[src/pwa_pkg.sv]
// shared types, register codes and reset values for the pulse width averager
`timescale 1ns / 1ps

package pwa_pkg;

	localparam int WIDTH_W       = 16;
	localparam int TIME_W        = 32;
	localparam int CFG_IDX_W     = 2;
	localparam int DEPTH_DEFAULT = 8;

	// register indexes on the configuration port
	localparam logic [CFG_IDX_W-1:0] CFG_MIN_WIDTH     = 2'd0;
	localparam logic [CFG_IDX_W-1:0] CFG_MAX_WIDTH     = 2'd1;
	localparam logic [CFG_IDX_W-1:0] CFG_DEFAULT_WIDTH = 2'd2;

	// reset values of the registers
	localparam logic [WIDTH_W-1:0] MIN_WIDTH_RST     = 16'd1000;
	localparam logic [WIDTH_W-1:0] MAX_WIDTH_RST     = 16'd2000;
	localparam logic [WIDTH_W-1:0] DEFAULT_WIDTH_RST = 16'd1500;

	// action codes
	localparam logic ACTION_PIN    = 1'b0;
	localparam logic ACTION_PRESET = 1'b1;

	typedef struct packed {
		logic              action;
		logic              pin_level;
		logic [TIME_W-1:0] time_us;
	} in_item_t;

	typedef struct packed {
		logic [WIDTH_W-1:0] average_width;
		logic               width_accepted;
	} out_item_t;

	typedef struct packed {
		logic [WIDTH_W-1:0] min_width;
		logic [WIDTH_W-1:0] max_width;
		logic [WIDTH_W-1:0] default_width;
	} cfg_t;

endpackage

[src/pwa_cfg_regs.sv]
// configuration register bank of the pulse width averager
`timescale 1ns / 1ps

module pwa_cfg_regs import pwa_pkg::*; (
	input  logic                 clk,
	input  logic                 arst_n,
	input  logic                 cfg_wr_en,
	input  logic [CFG_IDX_W-1:0] cfg_index,
	input  logic [WIDTH_W-1:0]   cfg_data,
	output cfg_t                 cfg
);

	cfg_t cfg_q;

	always_ff @(posedge clk or negedge arst_n) begin
		if (!arst_n) begin
			cfg_q.min_width     <= MIN_WIDTH_RST;
			cfg_q.max_width     <= MAX_WIDTH_RST;
			cfg_q.default_width <= DEFAULT_WIDTH_RST;
		end else if (cfg_wr_en) begin
			case (cfg_index)
				CFG_MIN_WIDTH:     cfg_q.min_width     <= cfg_data;
				CFG_MAX_WIDTH:     cfg_q.max_width     <= cfg_data;
				CFG_DEFAULT_WIDTH: cfg_q.default_width <= cfg_data;
				default: ;
			endcase
		end
	end

	assign cfg = cfg_q;

endmodule

[src/pwa_core.sv]
// edge detection, width ring and running total of the pulse width averager
`timescale 1ns / 1ps

module pwa_core import pwa_pkg::*; #(
	parameter  int DEPTH = DEPTH_DEFAULT,
	localparam int LOG   = $clog2(DEPTH),
	localparam int TW    = WIDTH_W + LOG
) (
	input  logic          clk,
	input  logic          arst_n,
	input  logic          step,
	input  in_item_t      item,
	input  cfg_t          cfg,
	output logic [TW-1:0] nxt_total,
	output logic          accepted
);

	localparam logic [LOG-1:0] SLOT_LAST = LOG'(DEPTH - 1);
	localparam logic [TW-1:0]  TOTAL_RST = TW'(DEPTH) * TW'(DEFAULT_WIDTH_RST);

	logic               last_level_q;
	logic [TIME_W-1:0]  rise_time_q;
	logic [LOG-1:0]     slot_q;
	logic [TW-1:0]      total_q;
	logic [WIDTH_W-1:0] fill_q;
	logic [DEPTH-1:0]   valid_q;
	logic [WIDTH_W-1:0] ring_mem [DEPTH];
	logic [WIDTH_W-1:0] rd_q;

	logic               is_preset;
	logic               is_edge;
	logic [TIME_W-1:0]  width_full;
	logic [WIDTH_W-1:0] width;
	logic               in_range;
	logic [WIDTH_W-1:0] old_width;
	logic [LOG-1:0]     slot_inc;
	logic [LOG-1:0]     slot_d;
	logic               wr_en;

	always_comb begin
		is_preset  = (item.action == ACTION_PRESET);
		is_edge    = (item.action == ACTION_PIN) && (item.pin_level != last_level_q);
		width_full = item.time_us - rise_time_q;
		width      = width_full[WIDTH_W-1:0];
		in_range   = (width_full >= TIME_W'(cfg.min_width)) &&
		             (width_full <= TIME_W'(cfg.max_width));
		accepted   = is_edge && !item.pin_level && in_range;
		// entries not written since the last preset hold the fill value
		old_width  = valid_q[slot_q] ? rd_q : fill_q;
		slot_inc   = (slot_q == SLOT_LAST) ? '0 : slot_q + LOG'(1);
		wr_en      = step && accepted;
		slot_d     = wr_en ? slot_inc : slot_q;
		if (is_preset) begin
			nxt_total = TW'(cfg.default_width) * TW'(DEPTH);
		end else if (accepted) begin
			nxt_total = total_q - TW'(old_width) + TW'(width);
		end else begin
			nxt_total = total_q;
		end
	end

	always_ff @(posedge clk or negedge arst_n) begin
		if (!arst_n) begin
			last_level_q <= 1'b0;
			rise_time_q  <= '0;
			slot_q       <= '0;
			total_q      <= TOTAL_RST;
			fill_q       <= DEFAULT_WIDTH_RST;
			valid_q      <= '0;
		end else if (step) begin
			total_q <= nxt_total;
			slot_q  <= slot_d;
			if (is_preset) begin
				fill_q  <= cfg.default_width;
				valid_q <= '0;
			end else if (is_edge) begin
				last_level_q <= item.pin_level;
				if (item.pin_level) begin
					rise_time_q <= item.time_us;
				end
				if (accepted) begin
					valid_q[slot_q] <= 1'b1;
				end
			end
		end
	end

	// prefetch the entry the next accepted width will replace
	always_ff @(posedge clk) begin
		if (wr_en) begin
			ring_mem[slot_q] <= width;
		end
		rd_q <= ring_mem[slot_d];
	end

endmodule

[src/pwa_mean_div.sv]
// divides the ring total by the depth through a reciprocal multiply
`timescale 1ns / 1ps

module pwa_mean_div import pwa_pkg::*; #(
	parameter  int DEPTH = DEPTH_DEFAULT,
	localparam int LOG   = $clog2(DEPTH),
	localparam int TW    = WIDTH_W + LOG
) (
	input  logic [TW-1:0]      total,
	output logic [WIDTH_W-1:0] mean
);

	// ceil(2^SHIFT / DEPTH) gives an exact floor quotient for any TW-bit total
	localparam int SHIFT = TW + LOG;
	localparam int PW    = TW + TW + 1;
	localparam longint unsigned RECIP =
		((longint'(1) << SHIFT) + longint'(DEPTH) - 1) / longint'(DEPTH);

	logic [PW-1:0] prod;

	assign prod = PW'(total) * PW'(RECIP);
	assign mean = prod[SHIFT +: WIDTH_W];

endmodule

[src/pulse_width_averager_unit.sv]
// top level of the pulse width averager
`timescale 1ns / 1ps

// Measures high pulses from pin-change transactions and reports a moving mean
// of the last DEPTH accepted widths. Each transaction carries an action, the
// pin level and a 32-bit microsecond timestamp; a repeated level is ignored,
// a rising level stores the start time and a falling level yields the width
// (timestamp difference modulo 2^32). A width inside [min_width, max_width]
// replaces the oldest ring entry. The preset action loads default_width into
// every entry at once. Every input transaction gives exactly one output
// transaction: the truncated ring mean plus a flag telling whether a width
// was stored. One transaction is taken per clock while the output is not
// stalled. There are three register stages (input register, ring update,
// divide by DEPTH through a reciprocal multiply into the output register);
// a stall on the output holds the full stages. The registers are written
// through cfg_wr_en/cfg_index/cfg_data; the user must do so only while no
// transaction is in flight, and the block itself does not enforce this;
// index 3 is ignored. The ring needs no clearing after reset.
module pulse_width_averager_unit import pwa_pkg::*; #(
	parameter int DEPTH = DEPTH_DEFAULT
) (
	input  logic                 clk,
	input  logic                 arst_n,
	// input channel
	input  logic                 in_valid,
	output logic                 in_stall,
	input  in_item_t             in_data,
	// output channel
	output logic                 out_valid,
	input  logic                 out_stall,
	output out_item_t            out_data,
	// configuration writes
	input  logic                 cfg_wr_en,
	input  logic [CFG_IDX_W-1:0] cfg_index,
	input  logic [WIDTH_W-1:0]   cfg_data
);

	localparam int LOG = $clog2(DEPTH);
	localparam int TW  = WIDTH_W + LOG;

	cfg_t cfg;

	// stage 1: registered input transaction
	logic     valid_s1;
	in_item_t item_s1;

	// stage 2: ring total after the transaction and its accept flag
	logic          valid_s2;
	logic [TW-1:0] total_s2;
	logic          acc_s2;

	// stage 3: output register
	logic      valid_s3;
	out_item_t data_s3;

	logic               ready_s3;
	logic               ready_s2;
	logic               ready_s1;
	logic               step;
	logic [TW-1:0]      nxt_total;
	logic               core_accepted;
	logic [WIDTH_W-1:0] mean;

	// a stage moves when it is empty or the stage after it moves
	assign ready_s3 = !valid_s3 || !out_stall;
	assign ready_s2 = !valid_s2 || ready_s3;
	assign ready_s1 = !valid_s1 || ready_s2;
	assign in_stall = !ready_s1;

	// the ring state advances when the stage 1 transaction moves on
	assign step = valid_s1 && ready_s2;

	pwa_cfg_regs u_cfg (
		.clk       (clk),
		.arst_n    (arst_n),
		.cfg_wr_en (cfg_wr_en),
		.cfg_index (cfg_index),
		.cfg_data  (cfg_data),
		.cfg       (cfg)
	);

	pwa_core #(.DEPTH(DEPTH)) u_core (
		.clk       (clk),
		.arst_n    (arst_n),
		.step      (step),
		.item      (item_s1),
		.cfg       (cfg),
		.nxt_total (nxt_total),
		.accepted  (core_accepted)
	);

	pwa_mean_div #(.DEPTH(DEPTH)) u_div (
		.total (total_s2),
		.mean  (mean)
	);

	// valid bits of the pipeline
	always_ff @(posedge clk or negedge arst_n) begin
		if (!arst_n) begin
			valid_s1 <= 1'b0;
			valid_s2 <= 1'b0;
			valid_s3 <= 1'b0;
		end else begin
			if (ready_s1) begin
				valid_s1 <= in_valid;
			end
			if (ready_s2) begin
				valid_s2 <= valid_s1;
			end
			if (ready_s3) begin
				valid_s3 <= valid_s2;
			end
		end
	end

	// payload registers load only when a transaction enters the stage
	always_ff @(posedge clk) begin
		if (in_valid && ready_s1) begin
			item_s1 <= in_data;
		end
		if (step) begin
			total_s2 <= nxt_total;
			acc_s2   <= core_accepted;
		end
		if (valid_s2 && ready_s3) begin
			data_s3.average_width  <= mean;
			data_s3.width_accepted <= acc_s2;
		end
	end

	assign out_valid = valid_s3;
	assign out_data  = data_s3;

	// the input is held off only when every stage holds a transaction
	a_stall_only_full: assert property (@(posedge clk) disable iff (!arst_n)
		in_stall |-> (valid_s1 && valid_s2 && valid_s3))
		else $error("input stalled with a free pipeline stage");

	// a preset never reports a stored width
	a_preset_not_accepted: assert property (@(posedge clk) disable iff (!arst_n)
		(step && item_s1.action == ACTION_PRESET) |=> !acc_s2)
		else $error("preset transaction flagged as accepted");

	// a stored width always comes from a falling pin event
	a_accept_on_fall: assert property (@(posedge clk) disable iff (!arst_n)
		(step && core_accepted) |-> (item_s1.action == ACTION_PIN && !item_s1.pin_level))
		else $error("width accepted without a falling pin event");

endmodule
[config.mk]
export PLATFORM = sky130hd
export DESIGN_NAME = pulse_width_averager_unit
export DESIGN_NICKNAME = d
export VERILOG_FILES = /design/src/pwa_pkg.sv /design/src/pwa_cfg_regs.sv /design/src/pwa_core.sv /design/src/pwa_mean_div.sv /design/src/pulse_width_averager_unit.sv
export SDC_FILE = /design/constraint.sdc
export NUM_CORES = 1
export LEC_CHECK = 0
export BUFFER_PORTS_ARGS = -buffer_cell sky130_fd_sc_hd__buf_4
export CORE_MARGIN = 4
export CORE_UTILIZATION = 30
export CTS_BUF_LIST = sky130_fd_sc_hd__clkbuf_8
export DETAILED_ROUTE_END_ITERATION = 10
export PLACE_DENSITY = 0.48
export SLEW_MARGIN = 10
export SYNTH_ARGS = -nofsm -noshare
export SYNTH_HDL_FRONTEND = slang
export SYNTH_SLANG_ARGS = --single-unit
[constraint.sdc]
create_clock -name clk -period 18.8 [get_ports clk]
set_clock_uncertainty 0.1 [all_clocks]
set_input_delay 3.76 -clock clk [delete_from_list [all_inputs] [get_ports clk]]
set_output_delay 3.76 -clock clk [all_outputs]
set_load 0.01 [all_outputs]
## Word level (Yosys, flattened, before mapping)

Memories as Yosys holds them, arrays and structs flattened. A register that Yosys moved wholly into a read port is not among the register bits.
Index checks and enable logic that the tools add are counted.

- Bits in registers: 201
- Memory bits (writable): 128
- Input bits: 57
- Output and inout port bits: 19
- Memories: 1

- $add $sub $neg: 4
- Magnitude comparators: 4
- Equality and inequality tests: 4
- Mux-type cells: 14
- Bitwise gates (word level): 2
- Reduce and logical (&&, ||, !) cells: 28

Memory list:

| memory | words | bits a word | rd ports | clocked after memory_dff | write ports | line | text |
|---|---|---|---|---|---|---|---|
| u_core.ring_mem | 8 | 16 | 1 | 1 | 1 | pwa_core.sv:27 | `logic [WIDTH_W-1:0] ring_mem [DEPTH];` |

Operator list:

| kind | number |
|---|---|
| 19-bit two-way mux | 2 |
| 32-bit by 16-bit greater-or-equal comparator with 1-bit output | 1 |
| 32-bit by 16-bit <= comparator with 1-bit output | 1 |
| 32-bit subtractor | 1 |
| 8-bit two-way mux | 3 |
| 19-bit by 16-bit adder with 19-bit output | 1 |
| 19-bit by 16-bit subtractor with 19-bit output | 1 |
| 16-bit two-way mux | 1 |
| 1-bit logical AND | 9 |
| 8-bit OR | 1 |
| 2-bit AND reduction | 4 |
| 1-bit logical NOT | 6 |
| 3-bit two-way mux | 2 |
| 3-bit AND reduction | 2 |
| 3-bit by 4-bit less-than comparator with 1-bit output, second input constant | 1 |
| 1-bit two-way mux | 4 |
| 4-bit AND reduction | 1 |
| 2-bit nonzero test | 2 |
| 3-bit by 1-bit adder with 3-bit output, second input constant | 1 |
| 1-bit binary-select mux with 3-bit select | 1 |
| 1-bit demux with 3-bit select | 1 |
| 3-bit equality test, second input constant | 1 |
| 3-bit by 1-bit greater-or-equal comparator with 1-bit output, second input constant | 1 |
| 1-bit logical OR | 3 |
| other kinds (5) | 5 |

## Longest topological paths before layout

Gate-level depths: netlist of run 1.

- Word-level depth: 8
- Depth in mapped cells: 25
- Gate-level depth less buffers: 24

## Modules after synthesis

A second synthesis of run 1 with hierarchy kept.

- Cell total of the unflattened synthesis: 1447
- Area, all modules: 17513.0 um^2

By module, submodules not included:

| module | times used | cells an instance | area an instance (um^2) |
|---|---|---|---|
| pwa_core | 1 | 1246 | 13290.2 |
| pulse_width_averager_unit | 1 | 83 | 2263.4 |
| pwa_cfg_regs | 1 | 102 | 1839.3 |
| pwa_mean_div | 1 | 16 | 120.1 |

## Worst setup path after synthesis of run 1

OpenSTA, ideal clock, no wires.

- Path kind: input-to-output
- Start point: input port out_stall
- End point: output port in_stall
- Arrival time: 3980 ps
- Required time: 14940 ps
- Path slack: 10960 ps
- Cell stages on the path: 2
- Buffers on the path: 0
- Cell sequence: nand4_1 -> inv_1

- Cells in the longest elaborated chain, start to end: 5

RTL lines:

| element | line | text |
|---|---|---|
| start: declaration | pulse_width_averager_unit.sv:30 | `input logic out_stall,` |
| 1-bit logical NOT | pulse_width_averager_unit.sv:65 | `assign ready_s3 = !valid_s3 \|\| !out_stall;` |
| 1-bit logical OR | pulse_width_averager_unit.sv:65 |  |
| 1-bit logical OR | pulse_width_averager_unit.sv:66 | `assign ready_s2 = !valid_s2 \|\| ready_s3;` |
| 1-bit logical OR | pulse_width_averager_unit.sv:67 | `assign ready_s1 = !valid_s1 \|\| ready_s2;` |
| 1-bit logical NOT | pulse_width_averager_unit.sv:68 | `assign in_stall = !ready_s1;` |
| end: declaration | pulse_width_averager_unit.sv:26 | `output logic in_stall,` |

No other way between the ends.

## Worst setup path after layout of run 1

Same ends and word-level chain as after synthesis.

==> impl_metrics.tcl, run 1 <==
set metrics [dict create \
    antenna_found_initial 3 \
    io_buffers 75 \
    ir_worst_vdd_uv 90.6 \
    clkTransAtPathRegs_ps 60 \
    rsz0062_at_grt "false" \
    cp_cell_sequence "buf_4 > nand4_1 > inv_1 > buf_4" \
    fin_nets 1787 \
    n_fill_cell 5722 \
    finalSetupViolations 0 \
    ys_warn_count 0 \
    cts_tree "yes" \
    clk_latency_ps 690 \
    post_cts_buffers 0 \
    syn_area_per_cell_um2 11.4 \
    crit_type "in -> out" \
    finalWorstSetupSlack_ps 10740 \
    place_hpwl_mm 31.7 \
    die_h_um 248 \
    ys_top_cells_by_count "nand2_1, edfxtp_1, dfrtp_1" \
    powerDensity_mw_per_mm2 167 \
    worst-path-max-fanout 4 \
    ys_seq_area_share_pct 55.1 \
    grt_overflow 0 \
    die_width_um 248 \
    synth_top_area_cell "edfxtp_1" \
    tightest_slew_ps 1150 \
    synth-async-reset-ratio_pct 38.0 \
    boundaryPins 76 \
    cts_resized 0 \
    leakage_nw 8.16 \
    vias 11983 \
    yosys_most_used_dff "edfxtp_1" \
    routed_wl_mm 46.5 \
    synth_edf_count 196 \
    slew_headroom_pct 23.4 \
    pre_cts_slack_ps 10730 \
    clock_sinks 342 \
    cpPeakStageDelay_ps 140 \
    status "finished clean" \
    end_kind "output port" \
    drt-wirelength-per-cell_um 19.1 \
    fp.dieArea_mm2 0.0614 \
    post-route-util_pct 35.3 \
    finalHoldViolCount 0 \
    grt_usage_pct 15.3 \
    netlist_area_mm2 0.0172 \
    crit_top_cell "buf_4" \
    grt_max_degree 73 \
    slowest_stage "nand4_1" \
    cts_hold_buf 0 \
    total_power_mw 3.34 \
    grt_pass1_vias 12190 \
    fin_crit_sh_pct 42.9 \
    std_cell_rows 87 \
    synth.most_common_cell "nand2_1" \
    syn_inst 1514 \
    tns_ps 0 \
    fmax_ghz 0.124 \
    hp-class "reg -> reg" \
    cp.required_ps 14940 \
    grt_pass1_wl_mm 71.9 \
    netlist.area_leader.share_pct 34.1 \
    synth_area_leaders "edfxtp_1, dfrtp_1, ha_1" \
    cts_buffer_depth 3 \
    cts_buffers 60 \
    finalCriticalPeriod_ps 8060 \
    synthToLayoutAreaGrowth_pct 16.0 \
    cts-root-buf "clkbuf_8" \
    drive_gt1_share_pct 18.9 \
    first_pass_iters 5 \
    start_util_pct 30.5 \
    setup.worst_path.start_class "primary input" \
    drc 0 \
    ys_types 85 \
    drt_iter0_drc 697 \
    drv_cap 0 \
    coreArea_mm2 0.0566 \
    ys_seq_elements 342 \
    h-tree-depth 2 \
    worstPathArrival_ps 4200 \
    final_max_slew_viol_count 0 \
    syn-num-nets 1672 \
    ant_nets 0 \
    place.gp.congestion 0.873 \
    via_per_inst 4.91 \
]
-- sequential cells by signal (all words and copies together), names as in the netlist --
| signal | cells |
|---|---|
| u_core.valid_q | 8 |
| total_s2 | 16 |
| valid_s1 | 1 |
| valid_s2 | 1 |
| u_core.rise_time_q | 32 |
| u_core.total_q | 19 |
| out_data | 17 |
| out_valid | 1 |
| u_core.last_level_q | 1 |
| item_s1 | 34 |
| u_core.rd_q | 16 |
| u_core.fill_q | 16 |
| acc_s2 | 1 |
| u_cfg.cfg | 48 |
| u_core.slot_q | 3 |
| u_core.ring_mem | 128 |
-- per-stage QoR --
stage | cell area, µm² | cells | hold WS, ps
after global placement | 18800 | 2323 | 301
after global routing | 20000 | 2439 | 324
final | 20000 | 2439 | 317
after CTS | 20000 | 2437 | 319
after detailed placement | 18800 | 2323 | 305
after floorplan | 17200 | 1514 | 300
-- worst paths after layout --
path                                                        start                       endpoint  slack (ps)  cells past startpoint
max in group asynchronous                                  arst_n      u_cfg.cfg[12]$_DFFE_PN0P_       14240                      2
worst min register to register              total_s2[3]$_DFFE_PP_          out_data[1]$_DFFE_PP_         320                      0
worst max-delay path                                    out_stall                       in_stall       10740                      4
min in group asynchronous                                  arst_n  u_core.total_q[8]$_DFFE_PN0P_        2990                      1
worst min-delay path                        total_s2[3]$_DFFE_PP_          out_data[1]$_DFFE_PP_         320                      0
worst max register to register  u_core.rise_time_q[0]$_DFFE_PN0P_        u_core.rd_q[11]$_DFF_P_       11250                     25
-- area by class of cell --
type                       instances  area (µm²)  share of cell area, %
clock inverter                    48         264                   1.32
sequential                       342        9500                   47.5
antenna                            2        5.00                 0.0250
clock buffer                      66         908                   4.54
timing repair buffer             104         785                   3.92
inverter                          93         350                   1.75
multi-input combinational       1028        7250                   36.2
tap                              756         946                   4.73
-- logic make-up (layout without fill, tap and decap cells) --
group	after synthesis	count (layout)	synth area share, %
compound gates	262	262	10.0
xor+xnor	33	33	1.68
fa+ha+maj	101	101	8.07
buf+inv	144	311	3.33
flops	342	342	55.1
mux	123	123	7.82
other cells	0	2	0
simple gates	509	509	14.0
-- routing by layer --
layer  share of wire (%)  track usage (%)
met4                 2.8             4.71
met1                  45             19.8
met3                 3.9             2.81
met2                  49             26.0
met5                   0                0
-- layout by cell type, fill, tap and decap left out, types with 33 or more instances in the layout --
cell	count
nor2_1	58
nand2_1	241
mux2_2	73
edfxtp_1	196
dfstp_2	33
buf_4	103
clkbuf_8	66
nand3_1	52
a21oi_1	57
dfrtp_1	97
inv_1	114
mux2i_1	46
o21ai_0	68
ha_1	84
-- critical path: cells and delay by family --
family                 cells  cell delay, ps
buffers and inverters      3             300
AND/OR/NAND/NOR            1             140
-- power by group --
group	switching (mW)	leakage (nW)	internal (mW)	total, mW
Combinational	0.980	3.99	0.650	1.63
Sequential	0.0559	3.48	0.986	1.04
Clock	0.322	0.689	0.341	0.663
No activity file was read; power rests on OpenSTA's default activity.
==> inputs of run 2 (changes only) <==
- PLACE_DENSITY: 0.48 -> 0.49
- clock period: 18.8 -> 6.85 ns (I/O delays scaled with it)
==> impl_metrics.tcl, run 2 (synthesis results as in run 1) <==
set metrics [dict create \
    status "finished clean" \
    h-tree-depth 2 \
    cts-root-buf "clkbuf_8" \
    finalCriticalPeriod_ps 6450 \
    fin_nets 1801 \
    place.gp.congestion 0.872 \
    leakage_nw 8.19 \
    met2_usage_pct 26.2 \
    fin_crit_sh_pct 94.1 \
    slowest_stage "or4_1" \
    drive_gt1_share_pct 19.7 \
    grt_max_degree 85 \
    finalWorstSetupSlack_ps 402 \
    routed_wl_mm 47.6 \
    drt_iter0_drc 838 \
    clk_latency_ps 680 \
    drc 0 \
    boundaryPins 76 \
    drv_cap 0 \
    finalHoldViolCount 0 \
    cts_buffers 59 \
    cp.required_ps 7070 \
    end_kind "register" \
    via_per_inst 4.95 \
    largest_register "u_core.ring_mem" \
    tightest_slew_ps 1100 \
    cts_buffer_depth 3 \
    grtUsageMet1_pct 20.7 \
    place_hpwl_mm 34.1 \
    final_max_slew_viol_count 0 \
    post_cts_buffers 0 \
    powerDensity_mw_per_mm2 462 \
    grt_overflow 0 \
    ant_nets 0 \
    final_cell_mix "nand2_1, edfxtp_1, buf_4" \
    pre_cts_slack_ps 319 \
    worstPathArrival_ps 6670 \
    timing.critical_path.buf_inv 2 \
    finalSetupViolations 0 \
    grt-busiest-layer "met2" \
    hp-class "reg -> reg" \
    ir_worst_vdd_uv 253 \
    largest_reg_flops 128 \
    tns_ps 0 \
    final_common_cell "nand2_1" \
    crit_type "reg -> reg" \
    fp.dieArea_mm2 0.0614 \
    start_util_pct 30.5 \
    grt_pass1_vias 12358 \
    die_width_um 248 \
    antenna_found_initial 2 \
    coreArea_mm2 0.0566 \
    std_cell_rows 87 \
    drt-wirelength-per-cell_um 19.4 \
    vias 12140 \
    met3_usage_pct 2.70 \
    clkTransAtPathRegs_ps 60 \
    n_fill_cell 5688 \
    cp_cell_sequence "ha_1 > a211oi_1 > nor2_1 > o41a_1 > a31o_2 > a31oi_1 > xnor2_1 > buf_4 > ha_1 > o2111ai_1 > nand3_1 > o21ai_0 > nor4_1 > nand4_1 > nor4_1 > and4b_1 > nor4bb_1 > nand4_1 > or4_1 > nand2b_1 > nor4_2 > buf_4" \
    dp_cells 2338 \
    cts_hold_buf 0 \
    setup.worst_path.start_class "register" \
    synthToLayoutAreaGrowth_pct 16.6 \
    cpPeakStageDelay_ps 630 \
    io_buffers 75 \
    post-route-util_pct 35.5 \
    grt_usage_pct 15.6 \
    cts_tree "yes" \
    worst-path-max-fanout 16 \
    slew_headroom_pct 26.3 \
    fmax_ghz 0.155 \
    die_h_um 248 \
    layoutNonFillerInstCount 2451 \
    cts_resized 0 \
    clock_sinks 342 \
    first_pass_iters 6 \
    crit_family "simple AND/OR/NAND/NOR gates" \
    rsz0062_at_grt "false" \
    grt_pass1_wl_mm 73.2 \
    whs_ps 317 \
]
[run 2: path summary, 6_finish.rpt]
check                                       start                                to  slack (ps)  cells after the start
min reg2reg                total_s2[10]$_DFFE_PP_             out_data[8]$_DFFE_PP_         320                      0
max                          item_s1[8]$_DFFE_PP_  u_core.ring_mem[0][14]$_DFFE_PP_         400                     22
max reg2reg                  item_s1[8]$_DFFE_PP_  u_core.ring_mem[0][14]$_DFFE_PP_         400                     22
min                        total_s2[10]$_DFFE_PP_             out_data[8]$_DFFE_PP_         320                      0
min in group asynchronous                  arst_n     u_core.total_q[8]$_DFFE_PN0P_         650                      1
max in group asynchronous                  arst_n         u_cfg.cfg[29]$_DFFE_PN0P_        4700                      2
[run 2: layer usage]
metal	routed length [µm]	share of wire, %
met1	21200	45
met2	22900	48
met3	2220	4.7
met4	1310	2.7
met5	0	0
[run 2: worst reg2reg max path: stages (launching register included)]
cell,delay (ps)
edfxtp_1,390
ha_1,380
a211oi_1,230
nor2_1,100
o41a_1,370
a31o_2,270
a31oi_1,260
xnor2_1,210
buf_4,200
ha_1,320
o2111ai_1,110
nand3_1,140
o21ai_0,100
nor4_1,350
nand4_1,130
nor4_1,340
and4b_1,240
nor4bb_1,290
nand4_1,120
or4_1,630
nand2b_1,340
nor4_2,210
buf_4,300
[run 2: layout make-up]
class,instances,area (µm²),area share [%]
diodes,1,2.50,0.0124
flip-flops and latches,342,9500,47.3
inverters,93,352,1.75
clock buffers,65,895,4.45
clock inverters,47,269,1.34
well taps,756,946,4.71
repair buffers,119,897,4.46
multi-input cells,1028,7240,36.0
[run 2: metrics by stage]
stage	total power, mW	area [µm²]
after floorplan	6.00	17200
after global placement	7.43	18900
after detailed placement	7.49	18900
after CTS	9.36	20100
after global routing	10.0	20100
final	9.28	20100
[run 2: power breakdown]
group | internal (mW) | leakage, nW | total [mW] | switching, mW
clock network | 0.955 | 0.694 | 1.82 | 0.865
logic | 1.84 | 4.02 | 4.60 | 2.76
registers | 2.71 | 3.48 | 2.86 | 0.152
total | 5.50 | 8.19 | 9.28 | 3.78
==> inputs of run 3 (changes only) <==
- BUFFER_PORTS_ARGS: -buffer_cell sky130_fd_sc_hd__buf_4 -> -buffer_cell sky130_fd_sc_hd__buf_2
- SYNTH_HIERARCHICAL: not set -> 1
==> impl_metrics.tcl, run 3 <==
set metrics [dict create \
    worst-path-max-fanout 16 \
    grt_pass1_vias 11929 \
    finalWorstSetupSlack_ps 820 \
    syn_area_per_cell_um2 12.1 \
    antenna_cells 0 \
    via_per_inst 4.92 \
    place.gp.congestion 0.861 \
    rsz0062_at_grt "false" \
    tns_ps 0 \
    grt_pass1_wl_mm 71.6 \
    netlist_area_mm2 0.0174 \
    end_kind "register" \
    cts_resized 0 \
    post_cts_buffers 0 \
    die_h_um 249 \
    grt_overflow 0 \
    fmax_ghz 0.166 \
    cts_buffers 61 \
    boundaryPins 76 \
    hp-class "reg -> reg" \
    slew_headroom_pct 24.2 \
    die_width_um 249 \
    finalSetupViolations 0 \
    grt_max_degree 68 \
    finalCriticalPeriod_ps 6030 \
    vias 11621 \
    syn-num-nets 1596 \
    largest_reg_flops 128 \
    finalHoldViolCount 0 \
    cts_buffer_depth 3 \
    cp.required_ps 7160 \
    tightest_slew_ps 1130 \
    fp.dieArea_mm2 0.0619 \
    ant_nets 0 \
    coreArea_mm2 0.0576 \
    fin_nets 1703 \
    drc 0 \
    drt_iter0_drc 640 \
    cts_hold_buf 0 \
    worstPathArrival_ps 6340 \
    cts-root-buf "clkbuf_8" \
    drive_gt1_share_pct 22.4 \
    first_pass_iters 5 \
    clock_sinks 342 \
    status "finished clean" \
    h-tree-depth 2 \
    final_cell_mix "edfxtp_1, nand2_1, inv_1" \
    syn_inst 1440 \
    leakage_nw 7.97 \
    start_util_pct 30.2 \
    fin_crit_sh_pct 88.0 \
    antenna_found_initial 0 \
    synthToLayoutAreaGrowth_pct 15.0 \
    final_max_slew_viol_count 0 \
    drt-wirelength-per-cell_um 19.6 \
    grt_usage_pct 14.7 \
    ir_worst_vdd_uv 268 \
    pre_cts_slack_ps 863 \
    place_hpwl_mm 31.8 \
    io_buffers 75 \
    crit_type "reg -> reg" \
    whs_ps 314 \
    clk_latency_ps 660 \
    routed_wl_mm 46.2 \
    cts_tree "yes" \
    clkTransAtPathRegs_ps 60 \
    final_common_cell "edfxtp_1" \
    drv_cap 0 \
    setup.worst_path.start_class "register" \
    largest_register "u_core/ring_mem" \
    powerDensity_mw_per_mm2 466 \
    ys_warn_count 6 \
    std_cell_rows 88 \
]
## run 3: cell count changes in the layout (fill, tap and decap cells not counted), moves of 13 or more
cell / change
nand3_1: -32
a32oi_1: -15
nand2_1: -99
a211oi_1: +49
and3_1: -13
buf_4: -79
a21boi_0: +37
buf_2: +74
## run 3: critical path: stages, from the launching register on
cell	delay, ps
dfrtp_1	620
mux4_2	570
mux2i_2	160
buf_4	340
mux2_2	390
fa_1	480
inv_1	60
fa_1	460
a21o_1	180
a21oi_1	290
o211a_1	230
o31ai_1	120
o41ai_1	470
o21ai_0	220
o21ai_0	190
nand2b_1	80
a21oi_1	180
xnor2_1	220
mux2i_1	110
or2_2	300
## run 3: final timing paths
| check | start | end | slack [ps] | depth (start not counted) |
|---|---|---|---|---|
| worst max-delay path | u_core/slot_q[1]$_DFFE_PN0P_ | total_s2[18]$_DFFE_PP_ | 820 | 19 |
| worst min register to register | total_s2[10]$_DFFE_PP_ | out_data[8]$_DFFE_PP_ | 310 | 0 |
| worst max register to register | u_core/slot_q[1]$_DFFE_PN0P_ | total_s2[18]$_DFFE_PP_ | 820 | 19 |
| max in group asynchronous | arst_n | u_cfg/cfg[19]$_DFFE_PN0P_ | 4640 | 2 |
| min in group asynchronous | arst_n | u_core/rise_time_q[9]$_DFFE_PN0P_ | 620 | 1 |
| worst min-delay path | total_s2[10]$_DFFE_PP_ | out_data[8]$_DFFE_PP_ | 310 | 0 |
## run 3: routing by layer
layer / track usage [%] / part of all wire [%] / vias to the layer above
met5: 0 / 0 / -
met4: 4.68 / 2.5 / 0
met3: 2.00 / 3.7 / 77
met2: 25.3 / 49 / 219
met1: 19.2 / 44 / 5805
li1: - / - / 5520
## run 3: stage by stage
step	cells	utilization (%)	instance area [µm²]	power, mW
detailed placement	2249	32.5	18700	7.37
floorplan	1440	-	17400	6.03
finish	2363	34.8	20000	9.32
CTS	2363	34.8	20000	9.41
global placement	2249	32.5	18700	7.33
global route	2363	34.8	20000	10.1
## run 3: final cells by class
cell class                      instances  area, µm²
Multi-Input combinational cell        935       7190
Clock buffer                           74       1020
Fill cell                            5691      37600
Timing Repair Buffer                  117        734
Sequential cell                       342       9500
Inverter                               90        338
Clock inverter                         40        270
Tap cell                              765        957
## run 3: power breakdown
group	internal [mW]	switching [mW]
clock network	1.12	0.849
registers	2.72	0.149
logic	1.78	2.70
total	5.62	3.70
